**src/rtl/core/imuth_pkg.sv**
```systemverilog
`timescale 1ns / 1ps
// ----------------------------------------------------------------------------
// imuth_pkg
// shared types, constants and the arctangent table for the tilt/heading unit
// ----------------------------------------------------------------------------
package imuth_pkg;

	localparam int CordicSteps = 18;
	localparam int TableLen    = 24;
	localparam int StepW       = 5;
	localparam int ZW          = 26;
	localparam int CW          = 36;
	localparam int FracBits    = 16;
	localparam logic [6:0] DeadzoneReset = 7'd15;
	localparam logic [8:0] FullTurn = 9'd360;

	typedef enum logic [2:0] {
		ST_IDLE,
		ST_SQRT,
		ST_PITCH,
		ST_ROLL,
		ST_DONE
	} seq_state_t;

	typedef struct packed {
		logic start;
		logic busy;
		logic done;
	} cordic_ctl_t;

	function automatic logic signed [ZW-1:0] atan_entry(input logic [StepW-1:0] i);
		logic signed [ZW-1:0] r;
		case (i)
			5'd0:    r = 26'sd2949337;
			5'd1:    r = 26'sd1741095;
			5'd2:    r = 26'sd919947;
			5'd3:    r = 26'sd466979;
			5'd4:    r = 26'sd234396;
			5'd5:    r = 26'sd117312;
			5'd6:    r = 26'sd58670;
			5'd7:    r = 26'sd29337;
			5'd8:    r = 26'sd14669;
			5'd9:    r = 26'sd7335;
			5'd10:   r = 26'sd3667;
			5'd11:   r = 26'sd1834;
			5'd12:   r = 26'sd917;
			5'd13:   r = 26'sd458;
			5'd14:   r = 26'sd229;
			5'd15:   r = 26'sd115;
			5'd16:   r = 26'sd57;
			5'd17:   r = 26'sd29;
			5'd18:   r = 26'sd14;
			5'd19:   r = 26'sd7;
			5'd20:   r = 26'sd4;
			5'd21:   r = 26'sd2;
			5'd22:   r = 26'sd1;
			default: r = 26'sd0;
		endcase
		return r;
	endfunction

endpackage

```
**src/rtl/core/imuth_isqrt.sv**
```systemverilog
`timescale 1ns / 1ps
// ----------------------------------------------------------------------------
// imuth_isqrt
// bit-pair integer square root, one result bit per cycle
// ----------------------------------------------------------------------------
module imuth_isqrt import imuth_pkg::*; (
	input  logic        clk,
	input  logic        arst_n,
	input  logic        start,
	input  logic [31:0] radicand,
	output logic        done,
	output logic [16:0] root
);

	logic [31:0] rem_q;
	logic [31:0] root_q;
	logic [31:0] bit_q;
	logic        busy_q;
	logic [32:0] trial;

	assign trial = {1'b0, root_q} + {1'b0, bit_q};
	assign root  = root_q[16:0];
	assign done  = busy_q && (bit_q == 32'd0);

	always_ff @(posedge clk or negedge arst_n) begin
		if (!arst_n) begin
			busy_q <= 1'b0;
		end else if (start) begin
			busy_q <= 1'b1;
		end else if (done) begin
			busy_q <= 1'b0;
		end
	end

	always_ff @(posedge clk) begin
		if (start) begin
			rem_q  <= radicand;
			root_q <= '0;
			bit_q  <= 32'h4000_0000;
		end else if (busy_q && bit_q != 32'd0) begin
			if ({1'b0, rem_q} >= trial) begin
				rem_q  <= rem_q - trial[31:0];
				root_q <= (root_q >> 1) + bit_q;
			end else begin
				root_q <= root_q >> 1;
			end
			bit_q <= bit_q >> 2;
		end
	end

endmodule

```
**config.mk**
```make
export PLATFORM = sky130hd
export DESIGN_NAME = imuth_isqrt
export DESIGN_NICKNAME = d
export VERILOG_FILES = /design/src/rtl/core/imuth_pkg.sv /design/src/rtl/core/imuth_isqrt.sv
export SDC_FILE = /design/constraint.sdc
export NUM_CORES = 1
export LEC_CHECK = 0
export BUFFER_PORTS_ARGS = -buffer_cell sky130_fd_sc_hd__buf_2
export CAP_MARGIN = 10
export CORE_ASPECT_RATIO = 0.7
export CORE_MARGIN = 2
export CORE_UTILIZATION = 50
export CTS_CLUSTER_DIAMETER = 40
export DETAILED_ROUTE_END_ITERATION = 7
export PLACE_DENSITY = 0.68
export SYNTH_ARGS = -nofsm -noshare
export SYNTH_HDL_FRONTEND = slang
export SYNTH_SLANG_ARGS = --single-unit
export TNS_END_PERCENT = 20
```
**constraint.sdc**
```tcl
create_clock -name clk -period 8.9 [get_ports clk]
set_clock_uncertainty 0.15 [all_clocks]
set_input_delay 0.89 -clock clk [delete_from_list [all_inputs] [get_ports clk]]
set_output_delay 0.89 -clock clk [all_outputs]
set_load 0.03 [all_outputs]
```
==> key figures, run 1 <==
Cells and area
  • FILL cells: 1394
  • Nets: 977
  • Commonest non-fill, non-tap cell in the layout: nand2_1
  • Commonest cells after routing, fill and taps aside: nand2_1, o21ai_0, a21oi_1
  • Util after Layout: 0.5483
  • Reg area: 1947 um2
  • Multi-input gate area: 4752 um2
  • P&R area growth vs syn: 7.573%
  • Antenna Cells: 0
  • Share of layout cells above drive strength 1: 0.1182

Critical path
  • Crit. End Element: flip-flop
  • Largest stage delay on the critical path: 0.77 ns
  • Arrival time worst endpoint: 5.74 ns
  • CP startpoint kind: flip-flop
  • Worst Setup Path Type: flip-flop to flip-flop
  • Max FO, Critical Path: 32
  • Buf/Inv on CP: 1
  • Slowest cell on the critical path: o311ai_4
  • Kind of cell adding the most delay to the critical path: compound AO/OA/AOI/OAI gates
  • Crit path cell chain: ha_1 -> a311oi_1 -> o31a_1 -> o21ai_1 -> a311oi_1 -> o211ai_1 -> a41oi_1 -> nor2_1 -> nor2_1 -> xor2_1 -> ha_1 -> and3_1 -> and3_1 -> nand3_1 -> o311ai_4 -> nand2_4 -> o21ai_2 -> buf_4
  • Worst Path Required: 8.74 ns

Power and ir drop
  • Power density over cell area: 395.3 nW/um2
  • Peak VDD IR: 170.5 uV
  • Lkg Pwr: 3.042 nW

Global routing
  • GRT Resource Usage Total: 0.2394
  • Initial antenna violation count: 0
  • Total grt overflow: 0
  • Largest net degree at the start of global routing: 90
  • First-pass GRT wire length: 29.74 mm
  • Vias in the first global route: 5801

Floorplanning
  • Die W: 146.1 um
  • Core Area: 13870 um2
  • Die Height: 103.5 um
  • I/O pin count: 53
  • Starting density of the core: 0.5097
  • Number of cell rows: 36
  • Die ar.: 15130 um2

Drt
  • Wire per inst: 16.84 um
  • Vias per std cell: 5.964
  • Antenna-violating nets left: 0
  • Total routed wirelength: 18.02 mm
  • Via Count: 6381
  • Iter 0 DRT Violations: 464
  • Drt drc: 0
  • Initial DRT Pass Iterations: 5

Synthesis
  • Yosys warnings: 0
  • Synth cell types: 75
  • Number of flops mapped to enable cells by yosys: 32
  • Avg Cell Area, Syn: 8.185 um2
  • Async SR Flop Fraction: 0.01235
  • Mapped cell area: 7072 um2
  • Cells after Synth: 864
  • Synth Register Bits: 81
  • Seq/Total Area, Yosys: 0.2753
  • Mapped Nets: 966
  • Top_reg_cell synth: dfxtp_1

CTS
  • Clock latency on the worst-skew pair: 0.35 ns
  • TritonCTS buffer count: 9
  • CTS sink count: 81
  • H-Tree Depth: 3
  • Max clock buf depth: 2
  • Postcts setup bufs: 0
  • CTS tree: done
  • Root Buffer: clkbuf_16
  • Cts repair resizes: 0
  • Clk slew on worst S/H paths: 0.06 ns
  • # hold bufs at CTS: 0

Timing
  • Setup repair after global routing missed its margin: false
  • Final Hold Viols: 0
  • Hold_ws: 0.1562 ns
  • Fin. max-slew vios: 0
  • Rel. slew slack: 0.3354
  • # setup viols final: 0
  • Fmax: 0.1695 GHz
  • Slew @ Worst Pin: 0.9907 ns
  • Setup TNS: 0 ns
  • Crit path time final: 5.899 ns
  • Final period utilization: 0.6629

Min path
  • Hold Crit Class: primary input to async pin

Place
  • Port Buffers: 52
  • DP HPWL: 13.05 mm
  • Gpl congestion: 0.9101

Flow run
  • Max Cap Viol: 0

Outcome
  • Outcome: finished clean
## sequential cells by signal, indices dropped and copies added, names as in the netlist
signal	cells
bit_q	16
busy_q	1
rem_q	32
root_q	32
## final cells by class
class	count	area share
Timing Repair Buffer	56	0.03816
Inverter	19	0.009375
Tap cell	190	0.03125
Clock buffer	13	0.03832
Sequential cell	81	0.2559
Multi-Input combinational cell	708	0.6247
Clock inverter	3	0.002303
## synth_stat cells, types with 2 or more instances
cell	n	area, um2
buf_4	20	150.1
and4_1	4	35.03
or3_1	10	62.56
mux2i_1	2	20.02
o21bai_1	2	15.01
o211ai_1	8	60.06
o21ai_1	6	30.03
o31ai_1	6	45.04
ha_1	66	825.8
o311ai_1	2	17.52
nand4_1	9	56.30
buf_2	5	25.02
a311oi_1	3	26.28
mux2_2	2	22.52
o31a_1	5	43.79
o21ai_0	77	385.4
a311o_1	3	30.03
a31oi_1	47	294.0
a21oi_1	68	340.3
inv_1	18	67.56
a21o_1	26	195.2
buf_1	2	7.510
and2_1	5	31.28
a41oi_1	3	26.28
nor2b_1	5	31.28
a211o_1	3	26.28
nand2_1	119	446.7
xor2_1	50	437.9
a211oi_1	7	52.55
nand2b_1	7	43.79
xnor2_1	25	219.0
nand3b_1	2	15.01
dfxtp_1	48	960.9
or2_2	6	37.54
clkbuf_1	27	101.4
nor2_1	36	135.1
o21a_1	2	15.01
buf_6	2	22.52
nand3_1	22	110.1
o31ai_2	2	25.02
a31o_2	5	43.79
nor3_1	13	65.06
and3_1	12	75.07
nor4_1	10	62.56
edfxtp_1	32	960.9
## worst register-to-register path: cells and delay by family (launching register included)
family | cells | cell delay [ns]
flops | 1 | 0.45
xor+xnor | 1 | 0.08
compound gates | 8 | 2.64
simple gates | 6 | 1.06
fa+ha+maj | 2 | 0.71
buf+inv | 1 | 0.44
## layer usage
metal / part of all wire / global-route usage / vias up / routed length (um)
li1: - / - / 3233 / -
met1: 0.52 / 0.3643 / 2941 / 9329
met2: 0.41 / 0.3528 / 194 / 7446
met3: 0.061 / 0.04097 / 13 / 1108
met4: 0.0076 / 0.05340 / 0 / 137
met5: 0 / 0 / - / 0
## metrics by stage
stage	instance area [um2]	worst slack (ns)	power (mW)	instances
4_1_cts	7607	3.038	2.995	1070
3_5_place_dp	7298	3.068	2.586	1054
3_3_place_gp	7298	3.161	2.585	1054
2_1_floorplan	7072	2.131	2.245	864
6_report	7607	3.001	3.008	1070
5_1_grt	7607	2.586	3.263	1070
## final timing paths
path	startpoint	end	slack, ns	cells after the start
worst max-delay path	root_q[2]	rem_q[29]	3.00	18
min in group clk	bit_q[0]	bit_q[0]	0.36	2
worst min register to register	bit_q[0]	bit_q[0]	0.36	2
max in group asynchronous	arst_n	busy_q	8.36	1
worst min-delay path	arst_n	busy_q	0.16	1
worst max register to register	root_q[2]	rem_q[29]	3.00	18
## logic make-up after synthesis
family                   after synthesis  synth area share
adder cells (fa/ha/maj)               67            0.1196
XOR/XNOR                              75           0.09289
buffers and inverters                 75           0.05343
AND/OR/NAND/NOR                      269            0.1851
flip-flops                            81            0.2753
multiplexers                           4          0.006015
AO/OA/AOI/OAI                        293            0.2677
## power breakdown
group / leakage [nW] / internal (mW) / total (mW) / switching, mW
clock network: 0.158 / 0.229 / 0.394 / 0.165
registers: 0.729 / 0.570 / 0.722 / 0.152
logic: 2.16 / 0.771 / 1.89 / 1.12
total: 3.04 / 1.57 / 3.01 / 1.44
(Power assumes the default switching activity.)
==> run 2, diff against run 1 <==
--- a/config.mk
+++ b/config.mk
@@ -5,6 +5,7 @@
 export SDC_FILE = /design/constraint.sdc
 export NUM_CORES = 1
 export LEC_CHECK = 0
+export ABC_AREA = 1
 export BUFFER_PORTS_ARGS = -buffer_cell sky130_fd_sc_hd__buf_2
 export CAP_MARGIN = 10
 export CORE_ASPECT_RATIO = 0.7
@@ -12,7 +13,7 @@
 export CORE_UTILIZATION = 50
 export CTS_CLUSTER_DIAMETER = 40
 export DETAILED_ROUTE_END_ITERATION = 7
-export PLACE_DENSITY = 0.68
+export PLACE_DENSITY = 0.7
 export SYNTH_ARGS = -nofsm -noshare
 export SYNTH_HDL_FRONTEND = slang
 export SYNTH_SLANG_ARGS = --single-unit
==> constraint.sdc (replaced) <==
create_clock -name clk -period 5.4 [get_ports clk]
set_clock_uncertainty 0.15 [all_clocks]
set_input_delay 0.54 -clock clk [delete_from_list [all_inputs] [get_ports clk]]
set_output_delay 0.54 -clock clk [all_outputs]
set_load 0.03 [all_outputs]
==> key figures, run 2 <==
Drt
  • Antenna-violating nets left: 0 (unchanged)
  • Wire per inst: 16.49 um (-2.1%)
  • Via Count: 8534 (+34%)
  • Iter 0 DRT Violations: 895 (+93%)
  • Vias per std cell: 5.534 (-7.2%)
  • Drt drc: 0 (unchanged)
  • Initial DRT Pass Iterations: 6 (+1)
  • Total routed wirelength: 25.44 mm (+41%)

Cells and area
  • Commonest cells after routing, fill and taps aside: nand2_1, inv_1, nand3_1
  • P&R area growth vs syn: 7.418%
  • Antenna Cells: 0 (unchanged)
  • Largest regs: rem_q x32, root_q x32, bit_q x16
  • Cell Count, Final, Fillers Out: 1542 (+44%)
  • Commonest non-fill, non-tap cell in the layout: nand2_1
  • Nets: 1414 (+45%)
  • Share of layout cells above drive strength 1: 0.08200 (-0.03618)

Critical path
  • CP dominant cell by count: nand2_1
  • Levels on crit path: 21 (+3)
  • Worst Setup Path Type: flip-flop to flip-flop
  • Reg2reg start: root_q[16]
  • Flop-to-flop setup slack: 0.53 ns (-2.47 ns)
  • Worst Path Required: 5.26 ns (-3.48 ns)
  • Buf/Inv on CP: 2 (+1)
  • Slowest cell on the critical path: o21ai_0
  • Arrival time worst endpoint: 4.73 ns (-1.01 ns)
  • Reg2Reg Capture Point: rem_q[26]
  • Crit. End Element: flip-flop
  • Kind of cell adding the most delay to the critical path: simple AND/OR/NAND/NOR gates
  • Max FO, Critical Path: 35 (+9.4%)
  • Largest stage delay on the critical path: 0.50 ns (-0.27 ns)
  • R2R cell count: 21 (+3)
  • Crit path cell chain: ha_1 -> nand2_1 -> o21ai_0 -> inv_1 -> o21ai_0 -> a21oi_1 -> nand2_1 -> a21oi_1 -> xor2_1 -> ha_1 -> nand2_1 -> nor2_1 -> nand2_1 -> nor3_1 -> nand2_1 -> nand2_1 -> nor2_1 -> nor2_2 -> nor2_8 -> a31oi_4 -> buf_4
  • CP startpoint kind: flip-flop

Timing
  • Fin. max-slew vios: 0 (unchanged)
  • Slew @ Worst Pin: 0.9879 ns (-0.002857 ns)
  • Fmax: 0.2054 GHz (+21%)
  • # setup viols final: 0 (unchanged)
  • Setup TNS: 0 ns (unchanged)
  • Hold_ws: 0.2931 ns (+0.1369 ns)
  • Crit path time final: 4.869 ns (-1.030 ns)
  • Final Hold Viols: 0 (unchanged)
  • Rel. slew slack: 0.3414 (+0.005988)
  • Setup repair after global routing missed its margin: false
  • Final period utilization: 0.9017 (+0.2389)

Synthesis
  • Avg Cell Area, Syn: 6.369 um2 (-22%)
  • Top_reg_cell synth: dfxtp_1
  • Async SR Flop Fraction: 0.01235 (unchanged)
  • Synth Register Bits: 81 (unchanged)
  • Yosys top cell area share: 0.1688 (+0.03296)
  • Synth cell types: 43 (-43%)
  • Synth area leaders: nand2_1, dfxtp_1, edfxtp_1
  • Number of flops mapped to enable cells by yosys: 32 (unchanged)
  • Mapped Nets: 1397 (+45%)
  • Yosys warnings: 0 (unchanged)
  • Synth cell count leaders: nand2_1, inv_1, nand3_1
  • Mapped cell area: 8248 um2 (+17%)
  • Cell taking the most area after synthesis: nand2_1
  • Top-count cell post-synth: nand2_1
  • Seq/Total Area, Yosys: 0.2360 (-0.03926)
  • Cells after Synth: 1295 (+50%)

Power and ir drop
  • Clock power frac: 0.128 (-0.003)
  • Power density over cell area: 622.7 nW/um2 (+58%)
  • Power Total: 5.517 mW (+83%)
  • NetSw: 2.972 mW (+110%)
  • Lkg Pwr: 4.040 nW (+33%)
  • Reg power frac: 0.214 (-0.026)
  • Power Internal: 2.544 mW (+62%)
  • Net Sw Frac: 0.5388 (+0.06092)
  • Combinational share of power: 0.658 (+0.029)
  • Peak VDD IR: 216.4 uV (+27%)

Flow run
  • Max Cap Viol: 0 (unchanged)

Floorplanning
  • Core Area: 16250 um2 (+17%)
  • Die Height: 111.5 um (+7.7%)
  • Number of cell rows: 39 (+8.3%)
  • Starting density of the core: 0.5076 (-0.002156)
  • Die ar.: 17560 um2 (+16%)
  • I/O pin count: 53 (unchanged)
  • Die W: 157.5 um (+7.8%)

CTS
  • H-Tree Depth: 3 (unchanged)
  • Postcts setup bufs: 0 (unchanged)
  • CTS sink count: 81 (unchanged)
  • Clock latency on the worst-skew pair: 0.37 ns (+0.02 ns)
  • CTS tree: done
  • Root Buffer: clkbuf_16
  • Clk slew on worst S/H paths: 0.07 ns (about the same)
  • Max clock buf depth: 2 (unchanged)
  • TritonCTS buffer count: 9 (unchanged)

Min path
  • Hold Crit Class: primary input to flip-flop
  • Min-Delay Startpoint: radicand[8]
  • Worst hold stages: 3
  • Worst Hold End: rem_q[8]

Place
  • DP HPWL: 19.97 mm (+53%)
  • Dpl cells: 1525 (+45%)
  • Gpl congestion: 1.008 (+11%)
  • Port Buffers: 52 (unchanged)

Global routing
  • Largest net degree at the start of global routing: 50 (-44%)
  • Total grt overflow: 0 (unchanged)
  • Initial antenna violation count: 0 (unchanged)
  • Vias in the first global route: 7438 (+28%)
  • GRT Resource Usage Total: 0.2922 (+0.05281)
  • First-pass GRT wire length: 40.12 mm (+35%)

Outcome
  • Outcome: finished clean
-- run 2: cell count changes after synthesis, sizes merged, moves of 16 or more --
cell / change
nand3: +109
nor2: +59
a21o: -21
inv: +145
nand2: +258
clkbuf: -20
buf: +16
o22ai: +16
a31oi: -42
-- run 2: cells by family after synthesis --
| group | after synthesis | share of synthesized area |
|---|---|---|
| xor gates and xnor gates | 60 | 0.06371 |
| buffers and inverters | 215 | 0.1127 |
| AOI/OAI and AO/OA | 212 | 0.1406 |
| and+or+nand+nor | 660 | 0.3444 |
| DFF | 81 | 0.2360 |
| adders and majority gates | 67 | 0.1025 |
-- run 2: cell type report --
cell class              count  area, um2
multi-input cells         999       5386
well taps                 225      281.5
clock buffers              10      250.2
flip-flops and latches     81       1947
clock inverters             6      75.07
fillers                  1699       7390
repair buffers             58      307.8
inverters                 163      611.8
-- run 2: stage by stage --
step | setup WS [ns] | cell area (um2) | util
floorplan | 0.009693 | 8248 | -
global placement | 0.6445 | 8524 | 0.5246
detailed placement | 0.6918 | 8524 | 0.5246
CTS | 0.6748 | 8860 | 0.5452
global route | 0.2306 | 8860 | 0.5452
finish | 0.5306 | 8860 | 0.5452
-- run 2: how the worst max path moves through the flow --
stage               slack, ns        from         to
finish                   0.53  root_q[16]  rem_q[26]
global route             0.23  root_q[16]  rem_q[26]
CTS                      0.67  root_q[16]   rem_q[1]
detailed placement       0.69  root_q[16]   rem_q[7]
global placement         0.64  root_q[16]   rem_q[9]
floorplan                0.01   root_q[2]   rem_q[0]
-- run 2: power by group through the flow --
stage	clock, mW	sequential [mW]	combinational, mW
detailed placement	0	1.19	3.53
global route	0.737	1.21	4.04
finish	0.709	1.18	3.63
floorplan	0	1.08	2.85
global placement	0	1.19	3.52
CTS	0.711	1.18	3.55
-- run 2: repair_timing --
item | in CTS | in global routing
endpoints found under the hold margin | 1 | 0
endpoints found under the setup margin | 0 | 0
gates resized for setup | 0 | 0
hold buffers | 1 | 0
-- run 2: tightest hold or removal path: stages --
cell and delay, ns:
buf_2 0.07, nand2_1 0.04, nand2_1 0.05
-- run 2: layer usage --
metal	up-vias	share of wire	track usage
met5	-	0	0
met4	0	0.0074	0.04606
met3	17	0.11	0.07785
met2	399	0.39	0.3985
met1	3838	0.49	0.4594
li1	4280	-	-
